==> config.mk <==
export PLATFORM = sky130hd
export DESIGN_NAME = json_string_unescape
export DESIGN_NICKNAME = d
export VERILOG_FILES = /design/src/jsu_pkg.sv /design/src/jsu_front.sv /design/src/jsu_fifo.sv /design/src/jsu_back.sv /design/src/json_string_unescape.sv
export SDC_FILE = /design/constraint.sdc
export NUM_CORES = 1
export LEC_CHECK = 0
export ABC_AREA = 1
export ABC_CLOCK_PERIOD_IN_PS = 4800
export BUFFER_PORTS_ARGS = -buffer_cell sky130_fd_sc_hd__buf_2
export CORE_MARGIN = 2
export CORE_UTILIZATION = 60
export CTS_CLUSTER_DIAMETER = 40
export CTS_CLUSTER_SIZE = 28
export DETAILED_ROUTE_END_ITERATION = 16
export PLACE_DENSITY = 0.78
export SYNTH_ARGS = -nofsm -noshare
export SYNTH_HDL_FRONTEND = slang
export SYNTH_SLANG_ARGS = --single-unit
==> constraint.sdc <==
create_clock -name aclk -period 4.8 [get_ports aclk]
set_input_delay 0.24 -clock aclk [delete_from_list [all_inputs] [get_ports aclk]]
set_output_delay 0.24 -clock aclk [all_outputs]
set_load 0.1 [all_outputs]
==> src/jsu_pkg.sv <==
// ----------------------------------------------------------------------------
// jsu_pkg
// Shared types, codes and helper functions for the JSON string unescape block.
// ----------------------------------------------------------------------------
`default_nettype none

package jsu_pkg;

    // Configuration register indexes.
    localparam logic CFG_TERMINATOR = 1'b0;
    localparam logic CFG_ALLOWED    = 1'b1;

    // Terminator modes.
    localparam logic [1:0] TERM_DQUOTE = 2'd0;
    localparam logic [1:0] TERM_SQUOTE = 2'd1;
    localparam logic [1:0] TERM_SLASH  = 2'd2;
    localparam logic [1:0] TERM_NONE   = 2'd3;

    // Allowed byte classes. The spare code accepts any byte.
    localparam logic [1:0] ALLOW_ANY   = 2'd0;
    localparam logic [1:0] ALLOW_REGEX = 2'd1;
    localparam logic [1:0] ALLOW_IDENT = 2'd2;
    localparam logic [1:0] ALLOW_SPARE = 2'd3;

    // Escape phases.
    localparam logic [1:0] PH_NORMAL  = 2'd0;
    localparam logic [1:0] PH_ESCAPE  = 2'd1;
    localparam logic [1:0] PH_UNICODE = 2'd2;

    // Result status codes.
    localparam logic [2:0] ST_DATA       = 3'd0;
    localparam logic [2:0] ST_TERM       = 3'd1;
    localparam logic [2:0] ST_DISALLOWED = 3'd2;
    localparam logic [2:0] ST_CONTROL    = 3'd3;
    localparam logic [2:0] ST_HEXESC     = 3'd4;
    localparam logic [2:0] ST_OCTAL      = 3'd5;
    localparam logic [2:0] ST_BADUNI     = 3'd6;
    localparam logic [2:0] ST_EARLYEND   = 3'd7;

    // Character codes.
    localparam logic [7:0] CH_DQUOTE    = 8'h22;
    localparam logic [7:0] CH_SQUOTE    = 8'h27;
    localparam logic [7:0] CH_SLASH     = 8'h2F;
    localparam logic [7:0] CH_BACKSLASH = 8'h5C;
    localparam logic [7:0] CH_CTRL_MAX  = 8'h1F;
    localparam logic [7:0] CH_LOWER_B   = 8'h62;
    localparam logic [7:0] CH_LOWER_F   = 8'h66;
    localparam logic [7:0] CH_LOWER_N   = 8'h6E;
    localparam logic [7:0] CH_LOWER_R   = 8'h72;
    localparam logic [7:0] CH_LOWER_T   = 8'h74;
    localparam logic [7:0] CH_LOWER_V   = 8'h76;
    localparam logic [7:0] CH_LOWER_U   = 8'h75;
    localparam logic [7:0] CH_LOWER_X   = 8'h78;
    localparam logic [7:0] CH_BACKSPACE = 8'h08;
    localparam logic [7:0] CH_FORMFEED  = 8'h0C;
    localparam logic [7:0] CH_NEWLINE   = 8'h0A;
    localparam logic [7:0] CH_RETURN    = 8'h0D;
    localparam logic [7:0] CH_TAB       = 8'h09;
    localparam logic [7:0] CH_VTAB      = 8'h0B;

    // Queue between the decoder and the output serializer.
    localparam int FIFO_DEPTH = 4;
    localparam int FIFO_AW    = $clog2(FIFO_DEPTH);

    // One decoded group: up to three result bytes from a single input beat.
    typedef struct packed {
        logic [7:0] data0;
        logic [7:0] data1;
        logic [7:0] data2;
        logic [2:0] status;
        logic [1:0] cnt;
    } pkt_t;

    // Hex digit value; bit 4 set means the byte is not a hex digit.
    function automatic logic [4:0] hex_value(input logic [7:0] b);
        logic [4:0] v;
        v = 5'h10;
        if (b >= 8'h30 && b <= 8'h39) begin
            v = {1'b0, b[3:0]};
        end else if ((b >= 8'h61 && b <= 8'h66) || (b >= 8'h41 && b <= 8'h46)) begin
            v = {1'b0, b[3:0] + 4'd9};
        end
        return v;
    endfunction

    // Terminator match for the configured mode. A zero byte never matches.
    function automatic logic is_terminator(input logic [1:0] mode, input logic [7:0] b);
        logic r;
        unique case (mode)
            TERM_DQUOTE: r = (b == CH_DQUOTE);
            TERM_SQUOTE: r = (b == CH_SQUOTE);
            TERM_SLASH:  r = (b == CH_SLASH);
            default:     r = 1'b0;
        endcase
        return r;
    endfunction

    // Allowed byte class check; the unused mode acts as any.
    function automatic logic is_allowed(input logic [1:0] mode, input logic [7:0] b);
        logic r;
        unique case (mode)
            ALLOW_REGEX: r = (b == 8'h67) || (b == 8'h69) || (b == 8'h6D) || (b == 8'h73);
            ALLOW_IDENT: r = (b >= 8'h41 && b <= 8'h5A) || (b >= 8'h61 && b <= 8'h7A) ||
                             (b >= 8'h30 && b <= 8'h39) || (b == 8'h5F) || (b == 8'h24);
            default:     r = 1'b1;
        endcase
        return r;
    endfunction

endpackage

`default_nettype wire

==> src/jsu_front.sv <==
// ----------------------------------------------------------------------------
// jsu_front
// Decoder front end: holds the escape state and the configuration, classifies
// each accepted input beat and builds a group of up to three result bytes.
// ----------------------------------------------------------------------------
`default_nettype none

module jsu_front (
    input  wire               aclk,
    input  wire               aresetn,
    input  wire               cfg_wr_en,
    input  wire               cfg_addr,
    input  wire  [1:0]        cfg_wdata,
    input  wire               in_accept,
    input  wire  [7:0]        in_byte,
    input  wire               in_end,
    output logic              push,
    output jsu_pkg::pkt_t     pkt
);

    logic [1:0]  term_mode_reg;
    logic [1:0]  allow_mode_reg;
    logic [1:0]  phase_reg, phase_next;
    logic [1:0]  digits_reg, digits_next;
    logic [11:0] acc_reg, acc_next;

    logic [4:0]  hex_d;
    logic [15:0] cp;
    logic [7:0]  cp_hi;
    logic [7:0]  cp_lo;
    logic        clear;

    // Configuration registers.
    always_ff @(posedge aclk) begin
        if (!aresetn) begin
            term_mode_reg  <= jsu_pkg::TERM_DQUOTE;
            allow_mode_reg <= jsu_pkg::ALLOW_ANY;
        end else if (cfg_wr_en) begin
            if (cfg_addr == jsu_pkg::CFG_TERMINATOR) begin
                term_mode_reg <= cfg_wdata;
            end else begin
                allow_mode_reg <= cfg_wdata;
            end
        end
    end

    assign hex_d = jsu_pkg::hex_value(in_byte);
    assign cp    = {acc_reg, hex_d[3:0]};
    assign cp_hi = cp[15:8];
    assign cp_lo = cp[7:0];

    // Classify the beat and build its result group.
    always_comb begin
        pkt         = '0;
        pkt.status  = jsu_pkg::ST_DATA;
        phase_next  = phase_reg;
        digits_next = digits_reg;
        acc_next    = acc_reg;
        clear       = 1'b0;

        if (in_end) begin
            pkt.status = jsu_pkg::ST_EARLYEND;
            pkt.cnt    = 2'd1;
            clear      = 1'b1;
        end else begin
            unique case (phase_reg)
                jsu_pkg::PH_UNICODE: begin
                    if (hex_d[4]) begin
                        pkt.status = jsu_pkg::ST_BADUNI;
                        pkt.cnt    = 2'd1;
                        clear      = 1'b1;
                    end else if (digits_reg != 2'd3) begin
                        acc_next    = {acc_reg[7:0], hex_d[3:0]};
                        digits_next = digits_reg + 2'd1;
                    end else begin
                        // Fourth digit: encode the code point as UTF-8.
                        clear = 1'b1;
                        if (cp_hi == 8'h00 && !cp_lo[7]) begin
                            pkt.data0 = cp_lo;
                            pkt.cnt   = 2'd1;
                        end else if (cp_hi < 8'h08) begin
                            pkt.data0 = {3'b110, cp_hi[2:0], cp_lo[7:6]};
                            pkt.data1 = {2'b10, cp_lo[5:0]};
                            pkt.cnt   = 2'd2;
                        end else begin
                            pkt.data0 = {4'b1110, cp_hi[7:4]};
                            pkt.data1 = {2'b10, cp_hi[3:0], cp_lo[7:6]};
                            pkt.data2 = {2'b10, cp_lo[5:0]};
                            pkt.cnt   = 2'd3;
                        end
                    end
                end
                jsu_pkg::PH_ESCAPE: begin
                    phase_next = jsu_pkg::PH_NORMAL;
                    pkt.cnt    = 2'd1;
                    unique case (in_byte) inside
                        jsu_pkg::CH_LOWER_B: pkt.data0 = jsu_pkg::CH_BACKSPACE;
                        jsu_pkg::CH_LOWER_F: pkt.data0 = jsu_pkg::CH_FORMFEED;
                        jsu_pkg::CH_LOWER_N: pkt.data0 = jsu_pkg::CH_NEWLINE;
                        jsu_pkg::CH_LOWER_R: pkt.data0 = jsu_pkg::CH_RETURN;
                        jsu_pkg::CH_LOWER_T: pkt.data0 = jsu_pkg::CH_TAB;
                        jsu_pkg::CH_LOWER_V: pkt.data0 = jsu_pkg::CH_VTAB;
                        jsu_pkg::CH_LOWER_U: begin
                            phase_next  = jsu_pkg::PH_UNICODE;
                            digits_next = 2'd0;
                            acc_next    = '0;
                            pkt.cnt     = 2'd0;
                        end
                        jsu_pkg::CH_LOWER_X: begin
                            pkt.status = jsu_pkg::ST_HEXESC;
                            clear      = 1'b1;
                        end
                        [8'h30:8'h37]: begin
                            pkt.status = jsu_pkg::ST_OCTAL;
                            clear      = 1'b1;
                        end
                        default: pkt.data0 = in_byte;
                    endcase
                end
                default: begin
                    // Normal phase; the unused phase code behaves the same.
                    phase_next = jsu_pkg::PH_NORMAL;
                    pkt.cnt    = 2'd1;
                    if (jsu_pkg::is_terminator(term_mode_reg, in_byte)) begin
                        pkt.data0  = in_byte;
                        pkt.status = jsu_pkg::ST_TERM;
                        clear      = 1'b1;
                    end else if (!jsu_pkg::is_allowed(allow_mode_reg, in_byte)) begin
                        pkt.data0  = in_byte;
                        pkt.status = jsu_pkg::ST_DISALLOWED;
                        clear      = 1'b1;
                    end else if (in_byte <= jsu_pkg::CH_CTRL_MAX) begin
                        pkt.status = jsu_pkg::ST_CONTROL;
                        clear      = 1'b1;
                    end else if (in_byte == jsu_pkg::CH_BACKSLASH) begin
                        phase_next = jsu_pkg::PH_ESCAPE;
                        pkt.cnt    = 2'd0;
                    end else begin
                        pkt.data0 = in_byte;
                    end
                end
            endcase
        end

        if (clear) begin
            phase_next  = jsu_pkg::PH_NORMAL;
            digits_next = '0;
            acc_next    = '0;
        end
    end

    assign push = in_accept && (pkt.cnt != 2'd0);

    // Escape state advances on every accepted beat.
    always_ff @(posedge aclk) begin
        if (!aresetn) begin
            phase_reg  <= jsu_pkg::PH_NORMAL;
            digits_reg <= '0;
            acc_reg    <= '0;
        end else if (in_accept) begin
            phase_reg  <= phase_next;
            digits_reg <= digits_next;
            acc_reg    <= acc_next;
        end
    end

endmodule

`default_nettype wire

==> src/jsu_fifo.sv <==
// ----------------------------------------------------------------------------
// jsu_fifo
// Short queue of decoded result groups between the front end and the output
// serializer.
// ----------------------------------------------------------------------------
`default_nettype none

module jsu_fifo (
    input  wire               aclk,
    input  wire               aresetn,
    input  wire               push,
    input  jsu_pkg::pkt_t     wr_pkt,
    input  wire               pop,
    output jsu_pkg::pkt_t     rd_pkt,
    output logic              full,
    output logic              empty
);

    jsu_pkg::pkt_t                mem [jsu_pkg::FIFO_DEPTH];
    logic [jsu_pkg::FIFO_AW-1:0]  wr_ptr_reg;
    logic [jsu_pkg::FIFO_AW-1:0]  rd_ptr_reg;
    logic [jsu_pkg::FIFO_AW:0]    count_reg, count_next;

    assign full   = (count_reg == (jsu_pkg::FIFO_AW+1)'(jsu_pkg::FIFO_DEPTH));
    assign empty  = (count_reg == '0);
    assign rd_pkt = mem[rd_ptr_reg];

    // Storage.
    always_ff @(posedge aclk) begin
        if (push) begin
            mem[wr_ptr_reg] <= wr_pkt;
        end
    end

    always_comb begin
        count_next = count_reg;
        if (push && !pop) begin
            count_next = count_reg + 1'b1;
        end else if (pop && !push) begin
            count_next = count_reg - 1'b1;
        end
    end

    // Pointers and fill count.
    always_ff @(posedge aclk) begin
        if (!aresetn) begin
            wr_ptr_reg <= '0;
            rd_ptr_reg <= '0;
            count_reg  <= '0;
        end else begin
            if (push) begin
                wr_ptr_reg <= wr_ptr_reg + 1'b1;
            end
            if (pop) begin
                rd_ptr_reg <= rd_ptr_reg + 1'b1;
            end
            count_reg <= count_next;
        end
    end

endmodule

`default_nettype wire

==> src/jsu_back.sv <==
// ----------------------------------------------------------------------------
// jsu_back
// Output serializer: takes result groups from the queue and sends them one
// beat per byte through a registered output stage, marking the final beat.
// ----------------------------------------------------------------------------
`default_nettype none

module jsu_back (
    input  wire               aclk,
    input  wire               aresetn,
    input  jsu_pkg::pkt_t     head,
    input  wire               empty,
    output logic              pop,
    output logic              m_tvalid,
    input  wire               m_tready,
    output logic [7:0]        m_tdata,    // out_byte[7:0]
    output logic [2:0]        m_tuser,    // status[2:0]
    output logic              m_tlast
);

    logic [1:0] idx_reg, idx_next;
    logic       m_tvalid_reg, m_tvalid_next;
    logic [7:0] m_tdata_reg;
    logic [2:0] m_tuser_reg;
    logic       m_tlast_reg;
    logic       load;
    logic       is_last;
    logic [7:0] beat_byte;

    assign load    = !empty && (!m_tvalid_reg || m_tready);
    assign is_last = (idx_reg == (head.cnt - 2'd1));
    assign pop     = load && is_last;

    // Pick the byte of the group for this beat.
    always_comb begin
        case (idx_reg)
            2'd0:    beat_byte = head.data0;
            2'd1:    beat_byte = head.data1;
            default: beat_byte = head.data2;
        endcase
    end

    always_comb begin
        idx_next      = idx_reg;
        m_tvalid_next = m_tvalid_reg;
        if (load) begin
            idx_next      = is_last ? 2'd0 : idx_reg + 2'd1;
            m_tvalid_next = 1'b1;
        end else if (m_tready) begin
            m_tvalid_next = 1'b0;
        end
    end

    // Control registers.
    always_ff @(posedge aclk) begin
        if (!aresetn) begin
            idx_reg      <= '0;
            m_tvalid_reg <= 1'b0;
        end else begin
            idx_reg      <= idx_next;
            m_tvalid_reg <= m_tvalid_next;
        end
    end

    // Output payload register.
    always_ff @(posedge aclk) begin
        if (load) begin
            m_tdata_reg <= beat_byte;
            m_tuser_reg <= head.status;
            m_tlast_reg <= is_last;
        end
    end

    assign m_tvalid = m_tvalid_reg;
    assign m_tdata  = m_tdata_reg;
    assign m_tuser  = m_tuser_reg;
    assign m_tlast  = m_tlast_reg;

    // While the queue holds a group, the beat index stays inside the group at its head.
    a_idx_in_group: assert property (@(posedge aclk) disable iff (!aresetn)
        !empty |-> (head.cnt != 2'd0) && (idx_reg < head.cnt))
        else $error("beat index outside the queued group");

    // A stop or error status is a single result and so always the final beat.
    a_status_last: assert property (@(posedge aclk) disable iff (!aresetn)
        m_tvalid && (m_tuser != jsu_pkg::ST_DATA) |-> m_tlast)
        else $error("stop or error beat not marked last");

    // A group leaves the queue exactly when its final beat is loaded.
    a_pop_on_last: assert property (@(posedge aclk) disable iff (!aresetn)
        pop |=> m_tvalid && m_tlast)
        else $error("group popped without a final beat");

    // Beats within a multi-byte group are not marked last early.
    a_mid_not_last: assert property (@(posedge aclk) disable iff (!aresetn)
        load && !is_last |=> m_tvalid && !m_tlast)
        else $error("middle beat of a group marked last");

endmodule

`default_nettype wire

==> src/json_string_unescape.sv <==
// Result groups are queued and then registered at the output. Throughput: one
// input beat per cycle while the queue is not full; a \u escape gives up to
// three output beats, one per cycle unless stalled, set by the serializer. A
// four-entry group queue lets input run ahead while output is stalled. Reset
// (aresetn, synchronous, active low) clears the escape state, the queue, the
// output valid and both configuration registers; there is no clearing pass.
// ----------------------------------------------------------------------------
// json_string_unescape
// Streaming decoder for the body of a JSON-style string: backslash escapes,
// \u to UTF-8, terminator and allowed-class stops, and error reporting.
// ----------------------------------------------------------------------------
`default_nettype none

module json_string_unescape (
    input  wire        aclk,
    input  wire        aresetn,
    // Configuration write port.
    input  wire        cfg_wr_en,
    input  wire        cfg_addr,
    input  wire  [1:0] cfg_wdata,
    // Input stream.
    input  wire        s_tvalid,
    output logic       s_tready,
    input  wire  [7:0] s_tdata,    // in_byte[7:0]
    input  wire        s_tlast,    // is_end
    // Result stream.
    output logic       m_tvalid,
    input  wire        m_tready,
    output logic [7:0] m_tdata,    // out_byte[7:0]
    output logic [2:0] m_tuser,    // status[2:0]
    output logic       m_tlast     // last
);

    jsu_pkg::pkt_t front_pkt;
    jsu_pkg::pkt_t head_pkt;
    logic          push;
    logic          pop;
    logic          full;
    logic          empty;
    logic          in_accept;

    assign s_tready  = !full;
    assign in_accept = s_tvalid && s_tready;

    // Decoder front end.
    jsu_front u_front (
        .aclk      (aclk),
        .aresetn   (aresetn),
        .cfg_wr_en (cfg_wr_en),
        .cfg_addr  (cfg_addr),
        .cfg_wdata (cfg_wdata),
        .in_accept (in_accept),
        .in_byte   (s_tdata),
        .in_end    (s_tlast),
        .push      (push),
        .pkt       (front_pkt)
    );

    // Group queue.
    jsu_fifo u_fifo (
        .aclk    (aclk),
        .aresetn (aresetn),
        .push    (push),
        .wr_pkt  (front_pkt),
        .pop     (pop),
        .rd_pkt  (head_pkt),
        .full    (full),
        .empty   (empty)
    );

    // Output serializer.
    jsu_back u_back (
        .aclk     (aclk),
        .aresetn  (aresetn),
        .head     (head_pkt),
        .empty    (empty),
        .pop      (pop),
        .m_tvalid (m_tvalid),
        .m_tready (m_tready),
        .m_tdata  (m_tdata),
        .m_tuser  (m_tuser),
        .m_tlast  (m_tlast)
    );

endmodule

`default_nettype wire
# After elaboration in Yosys (flattened, before gate mapping)
# Memories as Yosys holds them, arrays and structs flattened. A register that Yosys moved wholly into a read port is not among the register bits.
# Index checks and enable logic that the tools add are counted.
totals:
  register_bits: 42
  word_cells: 187
  mem_bits_rw: 116
  memories: 1
  output_inout_bits: 14
mem_list:
  columns: ["memory", "words", "word_bits", "read_ports", "rd_ports_with_merged_regs", "write_ports", "line_no", "rtl"]
  rows:
  - ["u_fifo.mem", 4, 29, 1, 1, 1, "jsu_fifo.sv:19", "jsu_pkg::pkt_t mem [jsu_pkg::FIFO_DEPTH];"]
classes:
  order_cmp: 11
  n_mux: 77
  n_eq_ne: 33
  bitwise_logic: 1
  n_reduce_logical: 43
  n_addsub: 8
ops:
  columns: ["operator", "n"]
  rows:
  - ["equality test 8 x 7 -> 1 bit, second input constant", 14]
  - ["2-to-1 mux 24 bit", 3]
  - ["2-to-1 mux 12 bit", 5]
  - ["case mux 8 bit (7 select lines)", 1]
  - ["2-to-1 mux 8 bit", 6]
  - ["2-to-1 mux 2 bit", 20]
  - ["equality test 8 x 6 -> 1 bit, second input constant", 4]
  - ["less-or-equal comparator 8 x 7 -> 1 bit, second input constant", 4]
  - ["2-to-1 mux 16 bit", 2]
  - ["case mux 8 bit (2 select lines)", 2]
  - ["case mux 12 bit (2 select lines)", 1]
  - ["2-to-1 mux 1 bit", 21]
  - ["greater-or-equal comparator 8 x 7 -> 1 bit, second input constant", 2]
  - ["less-or-equal comparator 8 x 6 -> 1 bit, second input constant", 2]
  - ["2-to-1 mux 3 bit", 5]
  - ["2-to-1 mux 5 bit", 3]
  - ["2-to-1 mux 14 bit", 1]
  - ["logical AND 1 bit", 13]
  - ["case mux 5 bit (2 select lines)", 1]
  - ["logical OR 1 bit", 9]
  - ["adder 2 x 1 -> 2 bit, second input constant", 4]
  - ["equality test 2 x 1 -> 1 bit, second input constant", 4]
  - ["greater-or-equal comparator 8 x 6 -> 1 bit, second input constant", 1]
  - ["less-or-equal comparator 8 x 5 -> 1 bit, second input constant", 1]
  - ["28 further kinds", 44]

# Depth between registers and ports, before layout
logic_depth:
  ltp_word: 20
  mapped_depth: 23
  ltp_nobuf: 23

# Modules after synthesis
# Synthesis repeated with hierarchy kept, for this count alone.
unflattened:
  cells_unflattened: 805
  hier_area_um2: 7955.1
by_module_without_submodules:
  columns: ["mod", "n_inst", "area_each_um2", "cells_per_inst"]
  rows:
  - ["jsu_fifo", 1, 4897.2, 339]
  - ["jsu_front", 1, 2255.9, 388]
  - ["jsu_back", 1, 788.3, 75]
  - ["json_string_unescape", 1, 13.8, 3]

# Worst setup path before layout
# Ideal clock, no wire load.
synth_timing:
  path_type: "register to register"
  from: "register u_fifo.count_reg[1] in the netlist's numbering"
  to: "memory u_fifo.mem[0][0] in the netlist's numbering (enable)"
  period_less_slack_ps: 3554
  arrival_ps: 3143
  stages_incl_launch_ff: 8
  slack_ps: 1246
  setup_ps: 411
  cell_sequence: "dfxtp_1 -> inv_1 -> nand3_1 -> and2_1 -> clkbuf_1 -> buf_2 -> nand2_1 -> nor2_1"
synth_between:
  elab_chain_cells: 6
synth_rtl:
  columns: ["element", "line_no", "rtl"]
  rows:
  - ["start: declaration", "jsu_fifo.sv:22", "logic [jsu_pkg::FIFO_AW:0] count_reg, count_next;"]
  - ["start signal: assignment", "jsu_fifo.sv:57", "count_reg <= count_next;"]
  - ["equality test 3 bit", "jsu_fifo.sv:24", "assign full = (count_reg == (jsu_pkg::FIFO_AW+1)'(jsu_pkg::FIFO_DEPTH));"]
  - ["zero test 1 bit", "json_string_unescape.sv:42", "assign s_tready = !full;"]
  - ["named net s_tready", "json_string_unescape.sv:23", "output logic s_tready,"]
  - ["logical AND 1 bit", "json_string_unescape.sv:43", "assign in_accept = s_tvalid && s_tready;"]
  - ["logical AND 1 bit", "jsu_front.sv:152", "assign push = in_accept && (pkt.cnt != 2'd0);"]
  - ["2-to-1 mux 1 bit", "jsu_fifo.sv:30", "if (push) begin"]
  - ["2-to-1 mux 1 bit (implied by the code)", "jsu_fifo.sv:31", "mem[wr_ptr_reg] <= wr_pkt;"]
  - ["end: declaration", "jsu_fifo.sv:19", null]
# The timed path passes the listed nets, and every way through them passes these cells.

==> reports/results.md <==
### Outcome
* outcome: complete, no violations

### Worst setup path
* most common cell type on the critical path: nand2_1
* R2R setup slack: 1.40 ns
* worst path cell trace: buf_4 > inv_2 > nand2_1 > nand3_1 > nand2_1 > xor2_1 > o21bai_1 > nand2_1 > inv_1 > nand2_1 > ha_1 > inv_1 > fa_1 > nor2_1 > nor2_1 > nand2_1 > o21ai_0 > a21oi_1
* kind of cell with the highest combined delay on the critical path: buffers and inverters
* capture point of the worst reg-to-reg path: u_fifo.count_reg[2]
* Critical-path top delay cell: inv_2
* critical path arrival: 3.75 ns
* crit path buf inv count: 4
* delay contributed by the slowest stage of the critical path: 0.68 ns
* kind of critical path: reg -> reg
* data required time at the worst endpoint: 5.15 ns
* maximum fanout count along the critical path: 55
* startpoint type of the worst setup path: flip-flop
* endpoint kind of the worst setup timing path: flip-flop
* cell depth of the worst flop-to-flop path: 18

### Logic synthesis
* XOR/XNOR Fraction of Synth Area: 0.00116
* cell types with the largest area share after synthesis: edfxtp_1 (48%), dfxtp_1 (8.5%), nand2_1 (6.7%)
* portion of netlist area occupied by mux cells: 0
* total of warnings raised by yosys: 0
* most common flop cell mapped by yosys: edfxtp_1
* Netlist Area Pre-Place: 7560 sq um
* register bit total from synthesis: 152
* Netlist cell types: 42
* dominant cell by count in the synthesized netlist: nand2_1
* list of most frequent post-synthesis cells: nand2_1 (135), nor2_1 (134), edfxtp_1 (120)
* post-synthesis adder-cell area fraction: 0.0324
* top-area cell type share of the netlist area: 0.477
* main combinational cell family by area after synthesis: simple AND/OR/NAND/NOR gates
* Mapped Cells: 823
* share of the yosys chip area belonging to registers: 0.561
* average cell area after synthesis: 9.19 sq um
* leading area contributor after synthesis: edfxtp_1
* post-synthesis async set-or-reset flop share: 0
* post-synthesis share of cell area spent on and, or, nand and nor gates: 0.219
* Post-synth EDFFs: 120
* compound-gate portion of the synthesized area: 0.123
* Syn Nets: 859

### Floorplanning
* Total Die Area: 13500 sq um
* initial cell density of the core: 0.606
* Placement Rows: 41
* I/O Pins: 31
* die extent in y: 116 um
* CORE AREA: 12500 sq um
* Die Wd: 116 um

### Finish
* final non-filler cell area: 8410 sq um
* area growth from synthesis to layout: 11.2%
* fraction of layout instances using a drive strength above 1: 0.131
* # nets final: 879
* antenna diode instance count: 0
* number of flip-flops in the largest register: 108

### Placement
* count of input and output buffers: 30
* area of placed instances: 7820 sq um
* final weighted congestion in routability-driven placement: 0.891
* detailed placement HPWL: 11600 um

### STA
* Final Slew Violations: 0
* number of endpoints failing setup at the final stage: 0
* count of endpoints failing hold in the final timing report: 0
* Tcrit/Tclk final: 0.708
* final critical path time including I/O delays and setup: 3.40 ns
* actual slew at the worst max-slew pin: 0.845 ns
* post-route clock skew: 0.00841 ns
* Max Freq: 294 MHz
* worst rel slew slack: 0.436
* setup repair after global routing missed its margin: false
* final-layout setup total negative slack: 0 ns

### Clocking
* Resized Gates After CTS: 0
* TritonCTS clock tree: yes
* H-tree depth: 4
* number of setup buffers added after CTS: 0
* hold bufs inserted after CTS: 0
* cts bufs inserted: 17
* clock network latency to the later pin of the worst-skew pair: 0.42 ns
* number of sinks driven by the clock tree: 152
* clock-pin slew of the registers on the worst-case setup and hold paths: 0.06 ns
* cell chosen for the clock root: clkbuf_16
* Longest Clk Path Bufs: 2

### Global route
* global-route wire length before repair: 27800 um
* maximum number of pins on one net before global-route repair: 56
* number of global-route vias before repair: 5643
* antenna violations before repair: 0
* global-route congestion overflow total: 0
* total global routing track utilization: 0.273

### Min path
* worst min-delay path endpoint: u_front.term_mode_reg[1]
* kind of path behind the tightest hold check: in -> reg
* instance count along the most critical hold path: 3
* Hold Path Origin: cfg_wdata[1]

### Drt
* DR vias: 5948
* routed len/inst: 17.3 um
* remaining routing DRC violations: 0
* number of DRC markers in iteration 0: 669
* DRT antenna net count: 0
* number of vias per cell: 5.79
* final wirelength: 17700 um
* first-pass iteration count of the detailed router: 5

### Power and ir drop
* PD cells: 578 nW/um^2
* maximum resistive drop on vdd: 0.000275 V
* static power due to leakage: 3.37 nW

### Job
* number of max-cap violations: 0

-- worst min-delay path, stage by stage --
cell and delay (ns):
buf_2 0.09, nor2_1 0.05, nor2_1 0.09
-- cells in the final DEF (no fill, tap or decap), drive strengths merged, types with 30 or more instances in the layout --
master and count:
nand2 143, dfxtp 32, buf 39, a21oi 38
nor2 141, inv 75, o22ai 30, o21ai 77
edfxtp 120, nand3 81
-- stage by stage --
step                utilization  hold slack [ns]  total power, mW  instances  setup slack, ns
floorplan                     -            0.375             3.19        823             1.25
global placement          0.628            0.465             3.52        996             1.57
detailed placement        0.628            0.479             3.58        996             1.44
CTS                       0.674           0.0733             4.87       1028             1.40
global route              0.674            0.122             5.11       1028             1.05
finish                    0.674           0.0836             4.86       1028             1.40
-- worst max path at each step --
stage	slack (ns)	cells past startpoint	endpoint	from
floorplan	1.25	7	u_fifo.mem[0][0]	u_fifo.count_reg[1]
global placement	1.57	24	u_fifo.count_reg[2]	s_tdata[0]
finish	1.40	18	u_fifo.count_reg[2]	flip-flop
global route	1.05	18	u_fifo.count_reg[2]	flip-flop
detailed placement	1.44	18	u_fifo.count_reg[2]	flip-flop
CTS	1.40	18	u_fifo.count_reg[2]	flip-flop
-- cells by family after synthesis --
group	count (synthesis)
buffers and inverters	114
flip-flops	152
XOR/XNOR	1
AO/OA/AOI/OAI	161
adder cells (fa/ha/maj)	19
AND/OR/NAND/NOR	376
-- cell type report --
type	instances	area (sq um)
flip-flops and latches	152	4240
inverters	76	288
well taps	172	215
repair buffers	39	218
fillers	970	4060
clock inverters	6	93.8
clock buffers	26	489
multi-input cells	557	2860
-- metal layers --
metal	GRT usage	wire length, um	up-vias
li1	-	-	2859
met1	0.351	7220	2799
met2	0.454	8920	253
met3	0.0503	1220	37
met4	0.120	389	0
met5	0	0	-
-- power breakdown --
group	internal, mW	total [mW]	switching, mW
Sequential	1.70	1.78	0.0791
Combinational	0.426	1.79	1.37
Clock	0.809	1.29	0.481
Power figures use the tool's default switching activity.
